`src/sv/wdst_pkg.sv`:
```
`timescale 1ns / 1ps
// ----------------------------------------------------------------------------
// wdst_pkg
// shared widths, item codes and constants of the watchdog slot table
// ----------------------------------------------------------------------------
package wdst_pkg;

  // slot table size
  localparam int SLOT_COUNT  = 8;
  localparam int SLOT_IDX_W  = (SLOT_COUNT > 1) ? $clog2(SLOT_COUNT) : 1;

  // field widths
  localparam int OP_W        = 2;
  localparam int DUR_W       = 32;
  localparam int IDX_W       = 4;
  localparam int GIVEN_W     = 3;
  localparam int DIV_W       = 24;
  localparam int NOW_W       = 63;
  localparam int DEADLINE_W  = 64;

  // item codes
  localparam logic [OP_W-1:0] OP_SET   = 2'd0;
  localparam logic [OP_W-1:0] OP_CLEAR = 2'd1;
  localparam logic [OP_W-1:0] OP_CHECK = 2'd2;
  localparam logic [OP_W-1:0] OP_TICK  = 2'd3;

  // saturation limit of the millisecond clock and of deadlines
  localparam logic [NOW_W-1:0]      NOW_MAX      = {NOW_W{1'b1}};
  localparam logic [DEADLINE_W-1:0] DEADLINE_MAX = {1'b0, {NOW_W{1'b1}}};

  // divide value after reset
  localparam logic [DIV_W-1:0] DIV_RESET = 24'd125000;

endpackage

```
`src/sv/watchdog_slot_table_top.sv`:
```
`timescale 1ns / 1ps
// ----------------------------------------------------------------------------
// watchdog_slot_table_top
// multi-slot watchdog table with a prescaled millisecond clock
// ----------------------------------------------------------------------------
// Usage: every item returns exactly one result, in order. An item is
// taken into an input register, and from there all of its work
// (lowest free slot search, deadline add with saturation, eight parallel
// deadline compares, prescaler step) is done in one pass into the result
// register. Throughput is one item per clock while the output is not
// stalled; out_valid marks the item once it has passed from the input
// register into the result register. Throughput is
// set by that single pass: state written by one item is seen by the very
// next one. set and check see the millisecond count as it stood before the
// item. A tick returns an all-zero result. cycles_per_ms is to be written
// over the cfg channel (cfg_ready is high out of reset) while the block is
// idle, which the block itself does not enforce; a value of zero behaves like one.
// The millisecond count and all deadlines saturate at 2^63-1; a negative duration yields a deadline in
// the past. Clears with slot_index at or beyond the slot count are ignored.
module watchdog_slot_table_top (
  input  logic                                clk,
  input  logic                                rst,
  // item input channel
  input  logic                                in_valid,
  output logic                                in_stall,
  input  logic [wdst_pkg::OP_W-1:0]           op,
  input  logic signed [wdst_pkg::DUR_W-1:0]   duration_ms,
  input  logic [wdst_pkg::IDX_W-1:0]          slot_index,
  // result channel
  output logic                                out_valid,
  input  logic                                out_stall,
  output logic                                set_ok,
  output logic [wdst_pkg::GIVEN_W-1:0]        slot_given,
  output logic                                expired,
  // divide value write channel
  input  logic                                cfg_valid,
  output logic                                cfg_ready,
  input  logic [wdst_pkg::DIV_W-1:0]          cycles_per_ms
);
  import wdst_pkg::*;

  // input register
  logic                   in_q_valid;
  logic [OP_W-1:0]        op_q;
  logic [DUR_W-1:0]       dur_q;
  logic [IDX_W-1:0]       idx_q;

  // block state
  logic [DIV_W-1:0]       div_value;
  logic [SLOT_COUNT-1:0]  slot_active;
  logic [DEADLINE_W-1:0]  slot_deadline [SLOT_COUNT];
  logic [NOW_W-1:0]       now_ms;
  logic [DIV_W-1:0]       prescale_count;

  // handshake
  logic out_free;
  logic advance;
  logic in_accept;

  // single pass logic
  logic                   found;
  logic [SLOT_COUNT-1:0]  grant;
  logic [SLOT_IDX_W-1:0]  grant_idx;
  logic [DEADLINE_W-1:0]  now_ext;
  logic [DEADLINE_W-1:0]  dur_sum;
  logic [DEADLINE_W-1:0]  deadline_new;
  logic                   any_expired;
  logic [DIV_W:0]         prescale_inc;
  logic                   prescale_wrap;

  // ---- handshake ------------------------------------------------------------

  // result register is free when empty or being taken this cycle
  assign out_free  = !out_valid || !out_stall;
  assign advance   = in_q_valid && out_free;
  // input register refills in the same cycle it drains
  assign in_stall  = rst || (in_q_valid && !out_free);
  assign in_accept = in_valid && !in_stall;
  assign cfg_ready = !rst;

  always_ff @(posedge clk) begin
    if (rst) begin
      in_q_valid <= 1'b0;
    end else if (in_accept) begin
      in_q_valid <= 1'b1;
    end else if (advance) begin
      in_q_valid <= 1'b0;
    end
  end

  always_ff @(posedge clk) begin
    if (in_accept) begin
      op_q  <= op;
      dur_q <= duration_ms;
      idx_q <= slot_index;
    end
  end

  // ---- lowest free slot -----------------------------------------------------

  always_comb begin
    found     = 1'b0;
    grant     = '0;
    grant_idx = '0;
    for (int i = 0; i < SLOT_COUNT; i++) begin
      if (!found && !slot_active[i]) begin
        found     = 1'b1;
        grant[i]  = 1'b1;
        grant_idx = SLOT_IDX_W'(i);
      end
    end
  end

  // ---- deadline = now + duration --------------------------------------------

  assign now_ext = {1'b0, now_ms};
  assign dur_sum = now_ext + {{(DEADLINE_W-DUR_W){dur_q[DUR_W-1]}}, dur_q};

  // a positive duration can only overflow past the clock maximum; a negative
  // one may go below zero, which is kept as a signed deadline
  assign deadline_new = (!dur_q[DUR_W-1] && dur_sum[DEADLINE_W-1]) ? DEADLINE_MAX
                                                                   : dur_sum;

  // ---- expiry check over all slots in parallel ------------------------------

  always_comb begin
    any_expired = 1'b0;
    for (int i = 0; i < SLOT_COUNT; i++) begin
      if (slot_active[i] && ($signed(slot_deadline[i]) < $signed(now_ext))) begin
        any_expired = 1'b1;
      end
    end
  end

  // ---- prescaler ------------------------------------------------------------

  // a divide value of zero or one wraps on every tick
  assign prescale_inc  = {1'b0, prescale_count} + {{DIV_W{1'b0}}, 1'b1};
  assign prescale_wrap = prescale_inc >= {1'b0, div_value};

  // ---- state update ---------------------------------------------------------

  always_ff @(posedge clk) begin
    if (rst) begin
      div_value <= DIV_RESET;
    end else if (cfg_valid && cfg_ready) begin
      div_value <= cycles_per_ms;
    end
  end

  always_ff @(posedge clk) begin
    if (rst) begin
      slot_active    <= '0;
      now_ms         <= '0;
      prescale_count <= '0;
    end else if (advance) begin
      case (op_q)
        OP_SET: begin
          slot_active <= slot_active | grant;
        end
        OP_CLEAR: begin
          for (int i = 0; i < SLOT_COUNT; i++) begin
            if (idx_q == IDX_W'(i)) begin
              slot_active[i] <= 1'b0;
            end
          end
        end
        OP_TICK: begin
          if (prescale_wrap) begin
            prescale_count <= '0;
            if (now_ms != NOW_MAX) begin
              now_ms <= now_ms + {{(NOW_W-1){1'b0}}, 1'b1};
            end
          end else begin
            prescale_count <= prescale_inc[DIV_W-1:0];
          end
        end
        default: begin
        end
      endcase
    end
  end

  // deadline store, written only when a slot is armed
  always_ff @(posedge clk) begin
    if (advance && op_q == OP_SET) begin
      for (int i = 0; i < SLOT_COUNT; i++) begin
        if (grant[i]) begin
          slot_deadline[i] <= deadline_new;
        end
      end
    end
  end

  // ---- result register ------------------------------------------------------

  always_ff @(posedge clk) begin
    if (rst) begin
      out_valid <= 1'b0;
    end else if (advance) begin
      out_valid <= 1'b1;
    end else if (!out_stall) begin
      out_valid <= 1'b0;
    end
  end

  always_ff @(posedge clk) begin
    if (advance) begin
      set_ok     <= (op_q == OP_SET) && found;
      slot_given <= ((op_q == OP_SET) && found) ? GIVEN_W'(grant_idx) : '0;
      expired    <= (op_q == OP_CHECK) && any_expired;
    end
  end

endmodule

```
`config.mk`:
```
export PLATFORM = sky130hd
export DESIGN_NAME = watchdog_slot_table_top
export DESIGN_NICKNAME = d
export VERILOG_FILES = /design/src/sv/wdst_pkg.sv /design/src/sv/watchdog_slot_table_top.sv
export SDC_FILE = /design/constraint.sdc
export NUM_CORES = 1
export LEC_CHECK = 0
export BUFFER_PORTS_ARGS = -buffer_cell sky130_fd_sc_hd__buf_2
export CAP_MARGIN = 10
export CORE_ASPECT_RATIO = 1.4
export CORE_MARGIN = 3
export CORE_UTILIZATION = 41
export DETAILED_ROUTE_END_ITERATION = 8
export PLACE_DENSITY = 0.56
export SLEW_MARGIN = 20
export SYNTH_ARGS = -nofsm -noshare
export SYNTH_HDL_FRONTEND = slang
export SYNTH_SLANG_ARGS = --single-unit
```
`constraint.sdc`:
```
create_clock -name clk -period 20 [get_ports clk]
set_input_delay 1 -clock clk [delete_from_list [all_inputs] [get_ports clk]]
set_output_delay 1 -clock clk [all_outputs]
set_load 0.05 [all_outputs]
```
Yosys cells after proc, flatten, opt, wreduce, memory -nomap -nowiden --
Memory sizes are Yosys's and may differ from the RTL's. Index checks and enable logic that the tools add are counted.
Storage, ports and cells: register bits after elaboration 164, memory bits (writable) 512, input bits 67, output and inout port bits 8, word-level logic and storage cells 207, memories kept 1
Memories:
- slot_deadline | words 8, width 64, rd ports 8, clocked after memory_dff 0, wr ports 1, RTL line watchdog_slot_table_top.sv:51 | logic [DEADLINE_W-1:0] slot_deadline [SLOT_COUNT];
Cells by class: add/subtract/negate cells 3, magnitude comparators 9, equality and inequality tests 20, multiplexer cells 89, bitwise gates (word level) 1, reduce and logical (&&, ||, !) cells 65
Operators by type and width (count):
- 64-bit < comparator | 8
- 64-bit two-way mux | 8
- 64-bit OR reduction | 7
- 1-bit two-way mux | 66
- 63-bit by 64-bit adder with 64-bit output | 1
- 63-bit by 1-bit adder with 63-bit output, second input constant | 1
- 63-bit != test, second input constant | 1
- 3-bit two-way mux | 13
- 24-bit by 1-bit adder with 25-bit output, second input constant | 1
- 25-bit by 24-bit greater-or-equal comparator with 1-bit output | 1
- 24-bit two-way mux | 1
- 3-bit AND reduction | 8
- 1-bit logical AND | 23
- 1-bit zero test | 19
- 4-bit by 3-bit == test with 1-bit output, second input constant | 4
- 2-bit != test, second input constant | 8
- 8-bit case mux with 2 select lines | 1
- 4-bit by 2-bit == test with 1-bit output, second input constant | 2
- 8-bit bitwise OR | 1
- 2-bit == test, second input constant | 2
- 4-bit by 1-bit == test with 1-bit output, second input constant | 1
- 4-bit zero test | 1
- 4-bit AND reduction | 1
- 2-bit nonzero test | 2
- other kinds (5) | 6

Logic depth before layout (Yosys ltp) --
depth after elaboration 26, gate-level depth with buffers 20, gate-level depth less buffers 17

Worst setup path before layout --
Ideal clock, no wire load.
path kind input to register, from in out_stall, to mem slot_deadline[4][0] (netlist: slot_deadline[1][0]) (enable), setup time 644 ps, data arrival time 8056 ps, path slack 11301 ps, cell stages on the path 5, buffers on the path 1, cells stage by stage a21boi_1 > and2_1 > nand2_1 > clkbuf_1 > nor4_1
On the way: word-level cells in the longest chain between the ends 14, elaborated cells on any way between the ends 41, those cells by class mux (30); reduce/logical (11)
Ends and longest elaborated chain:
- start, declared | RTL line watchdog_slot_table_top.sv:31 | input logic out_stall,
- 1-bit zero test *
- 1-bit logical OR * | RTL line watchdog_slot_table_top.sv:74 | assign out_free = !out_valid || !out_stall;
- 1-bit logical AND * | RTL line watchdog_slot_table_top.sv:75 | assign advance = in_q_valid && out_free;
- 1-bit logical AND * | RTL line watchdog_slot_table_top.sv:186 | if (advance && op_q == OP_SET) begin
- 1-bit two-way mux | RTL line watchdog_slot_table_top.sv:186
- 1-bit two-way mux (not written as such) | RTL line watchdog_slot_table_top.sv:189 | slot_deadline[i] <= deadline_new;
- 64-bit OR reduction (no line)
- 3-bit two-way mux (no line) or 1-bit two-way mux (tied branches) (7 in series)
- end, declared | RTL line watchdog_slot_table_top.sv:51
Every way passes the cells marked *; elsewhere a longest branch is shown, timed or not.

Worst setup path in the final report --
from reg dur_q[31], to mem slot_deadline[2][23] (netlist: slot_deadline[0][151]), data pin
On the way: word-level cells in the longest chain between the ends 10, elaborated cells on any way between the ends 11, those cells by class add/sub (1); mux (8); reduce/logical (2)
Ends and longest elaborated chain:
- start, declared | RTL line watchdog_slot_table_top.sv:45 | logic [DUR_W-1:0] dur_q;
- start signal, assigned | RTL line watchdog_slot_table_top.sv:94 | dur_q <= duration_ms;
- 63-bit by 64-bit adder with 64-bit output or 1-bit zero test (tied branches) | RTL line watchdog_slot_table_top.sv:117, watchdog_slot_table_top.sv:121
- 1-bit logical AND * | RTL line watchdog_slot_table_top.sv:121 | assign deadline_new = (!dur_q[DUR_W-1] && dur_sum[DEADLINE_W-1]) ? DEADLINE_MAX
- 64-bit two-way mux * | RTL line watchdog_slot_table_top.sv:121
- named net deadline_new[23] | RTL line watchdog_slot_table_top.sv:66 | logic [DEADLINE_W-1:0] deadline_new;
- 64-bit two-way mux (no line) (6 in series)
- 64-bit two-way mux (no line) *
The timed path passes the listed nets; every way through them passes the cells marked *.

==> out/qor.yml <==
status:
  outcome: "finished clean"
sta:
  tightestPinTransition_ns: 1.13
  slew_headroom: 0.240
  clock_skew_ns: 0.0215
  rsz0062_at_grt: "false"
  hold_viol: 0
  layout_worst_path_cycle_share: 0.248
  finalMaxSlewViolations: 0
  fin_crit_ns: 4.96
  setup-violations-final: 0
  finalSetupTns_ns: 0
  fmax_mhz: 202
logic_synthesis:
  synth_enable_flop_cells: 555
  synth_area_per_cell_sq_um: 11.6
  syn_inst: 3274
  async_flop_share: 0
  synth_ff_type: "edfxtp_1"
  synth.distinct_cells: 79
  synth_seq_cells: 676
  yosys_warnings: 0
  ys_seq_area_frac: 0.502
  synth_area_sq_mm: 0.0381
  synth_fp_nets: 3927
grt:
  grt_pass1_wl_mm: 170
  grt_start_max_net_pins: 97
  overflow: 0
  grt_pass1_vias: 27000
  gr-usage-all-layers: 0.233
  antenna_found_initial: 0
placed_design:
  gp_congestion: 0.928
  placed_cell_area_sq_mm: 0.0399
  placement.io_buffers: 74
  dp_hpwl_mm: 83.3
floorplanning:
  die_area_sq_mm: 0.0966
  die_w_um: 264
  placeableCoreArea_sq_mm: 0.0916
  die_h_um: 367
  num_rows: 131
  start_util: 0.415
  ioPinCount: 75
clocking:
  cts-resized-gates: 0
  cts_tree: "yes"
  cts_sinks: 676
  htreeDepth: 3
  post_cts_buffers: 0
  worstSkewPairLatency_ns: 0.66
  cts-root-buf: "clkbuf_16"
  cts_buffers: 74
  path_clk_slew_ns: 0.06
  cts_max_path_buffers: 3
  ctsHoldBuffers: 0
hold_path:
  hold_class: "reg2reg"
power_and_ir_drop:
  power.density_mw_per_mm2: 70.9
  ir_drop_mv: 0.0587
  leakage_nw: 16.0
  power_mw: 3.00
routing:
  drc: 0
  vias: 26900
  via_per_inst: 5.81
  first_pass_iters: 5
  drt_iter0_markers: 1721
  wl_mm: 114
  antenna_left: 0
  wl_per_cell_um: 24.6
worst_setup_path:
  cp_cell_sequence: "buf_4 -> ha_1 -> a21oi_1 -> o21ai_0 -> a211oi_1 -> o211ai_1 -> nor4_1 -> nor2_1 -> o21ai_1 -> o21ai_1 -> nand2_2 -> buf_4 -> nand2_1"
  critical_path_class: "reg2reg"
  cp-start-kind: "flip-flop"
  cp_max_fo: 42
  required_ns: 20.26
  worstPathArrival_ns: 5.22
  slowest_stage: "buf_4"
  critPathMaxStageDelay_ns: 0.55
  cp-end-kind: "flip-flop"
job:
  cap_violations: 0
cells_and_area:
  drive_gt1_frac: 0.0804
  nFillCells: 8375
  finish.utilization: 0.462
  n_antenna_cell: 0
  fin_area_sq_mm: 0.0423
  syn_to_final_growth_pct: 11.3
  final_common_cell: "ha_1"
  finalNetCount: 4026
  final_cell_mix: "ha_1, edfxtp_1, a21oi_1"
## sequential cells by signal (all words and copies together), names as in the netlist, 2 cells and up
| name | flops |
|---|---|
| slot_deadline | 512 |
| now_ms | 63 |
| dur_q | 32 |
| div_value | 24 |
| prescale_count | 24 |
| slot_active | 8 |
| idx_q | 4 |
| slot_given | 3 |
| op_q | 2 |
## per-stage QoR
| stage | hold WS, ns | setup WS (ns) | cells |
|---|---|---|---|
| finish | 0.475 | 15.04 | 4630 |
| floorplan | 0.449 | 11.30 | 3274 |
| detailed placement | 0.469 | 15.01 | 4493 |
| CTS | 0.455 | 14.98 | 4629 |
| global route | 0.482 | 14.60 | 4630 |
| global placement | 0.462 | 15.11 | 4493 |
## critical path, delay by kind of cell, from the launching register on
family | cells | cell delay (ns)
DFF | 1 | 0.32
buffers and inverters | 2 | 0.97
and+or+nand+nor | 4 | 1.43
AOI/OAI and AO/OA | 6 | 1.30
adders and majority gates | 1 | 0.42
## worst paths after layout
kind                           end  cells past startpoint  slack [ns]         startpoint
max          slot_deadline[0][151]                     13       15.04          dur_q[31]
min              prescale_count[1]                      2        0.47  prescale_count[1]
max reg2reg  slot_deadline[0][151]                     13       15.04          dur_q[31]
min reg2reg      prescale_count[1]                      2        0.47  prescale_count[1]
## power breakdown
| group | switching [mW] | leakage, nW | internal [mW] |
|---|---|---|---|
| logic | 0.0635 | 8.82 | 0.0251 |
| clock network | 0.585 | 1.20 | 0.796 |
| registers | 0.00507 | 5.99 | 1.53 |
| total | 0.653 | 16.0 | 2.35 |
## cell families (layout without fill, tap and decap cells)
family,count (synthesis),count (layout),synth area share
AND/OR/NAND/NOR,818,818,0.108
flip-flops,676,676,0.502
XOR/XNOR,85,85,0.0196
adder cells (fa/ha/maj),586,586,0.193
AO/OA/AOI/OAI,864,864,0.147
multiplexers,35,35,0.00980
buffers and inverters,210,369,0.0214
## layout make-up
type / count / area (sq um) / area share
Sequential cell: 676 / 19100 / 0.451
Clock buffer: 98 / 2070 / 0.0488
Clock inverter: 38 / 353 / 0.00833
Multi-Input combinational cell: 2388 / 18200 / 0.430
Timing Repair Buffer: 105 / 633 / 0.0150
Inverter: 128 / 480 / 0.0113
Tap cell: 1197 / 1500 / 0.0354
## synthesized netlist by cell type, types with 10 or more instances
library cell	n	share of area
ha_1	585	0.19
edfxtp_1	555	0.44
a21oi_1	270	0.036
nand2_1	198	0.020
a21o_1	194	0.038
nor2_1	186	0.018
o21ai_0	150	0.020
nand4_1	143	0.024
inv_1	127	0.013
dfxtp_1	121	0.064
nand3_1	76	0.010
clkbuf_1	63	0.0062
xnor2_1	56	0.013
nor3_1	45	0.0059
nor2b_1	33	0.0054
a211oi_1	30	0.0059
xor2_1	29	0.0067
nand2b_1	28	0.0046
o211ai_1	27	0.0053
and3_1	23	0.0038
nor4_1	21	0.0035
a311oi_1	20	0.0046
mux2_2	18	0.0053
o21a_1	18	0.0036
mux2i_1	17	0.0045
or3_1	17	0.0028
a31oi_1	16	0.0026
a41o_1	16	0.0042
o21bai_1	14	0.0028
buf_1	11	0.0011
a2111oi_0	10	0.0023
a31o_2	10	0.0023
and2_1	10	0.0016
## routing by layer
layer	wire length, um	share of wire	global-route usage	up-vias
met5	0	0	0	-
met4	6440	0.056	0.125	0
met3	4110	0.036	0.0284	221
met2	58600	0.51	0.423	616
met1	44800	0.39	0.266	13200
li1	-	-	-	12900
Power figures use the tool's default switching activity.
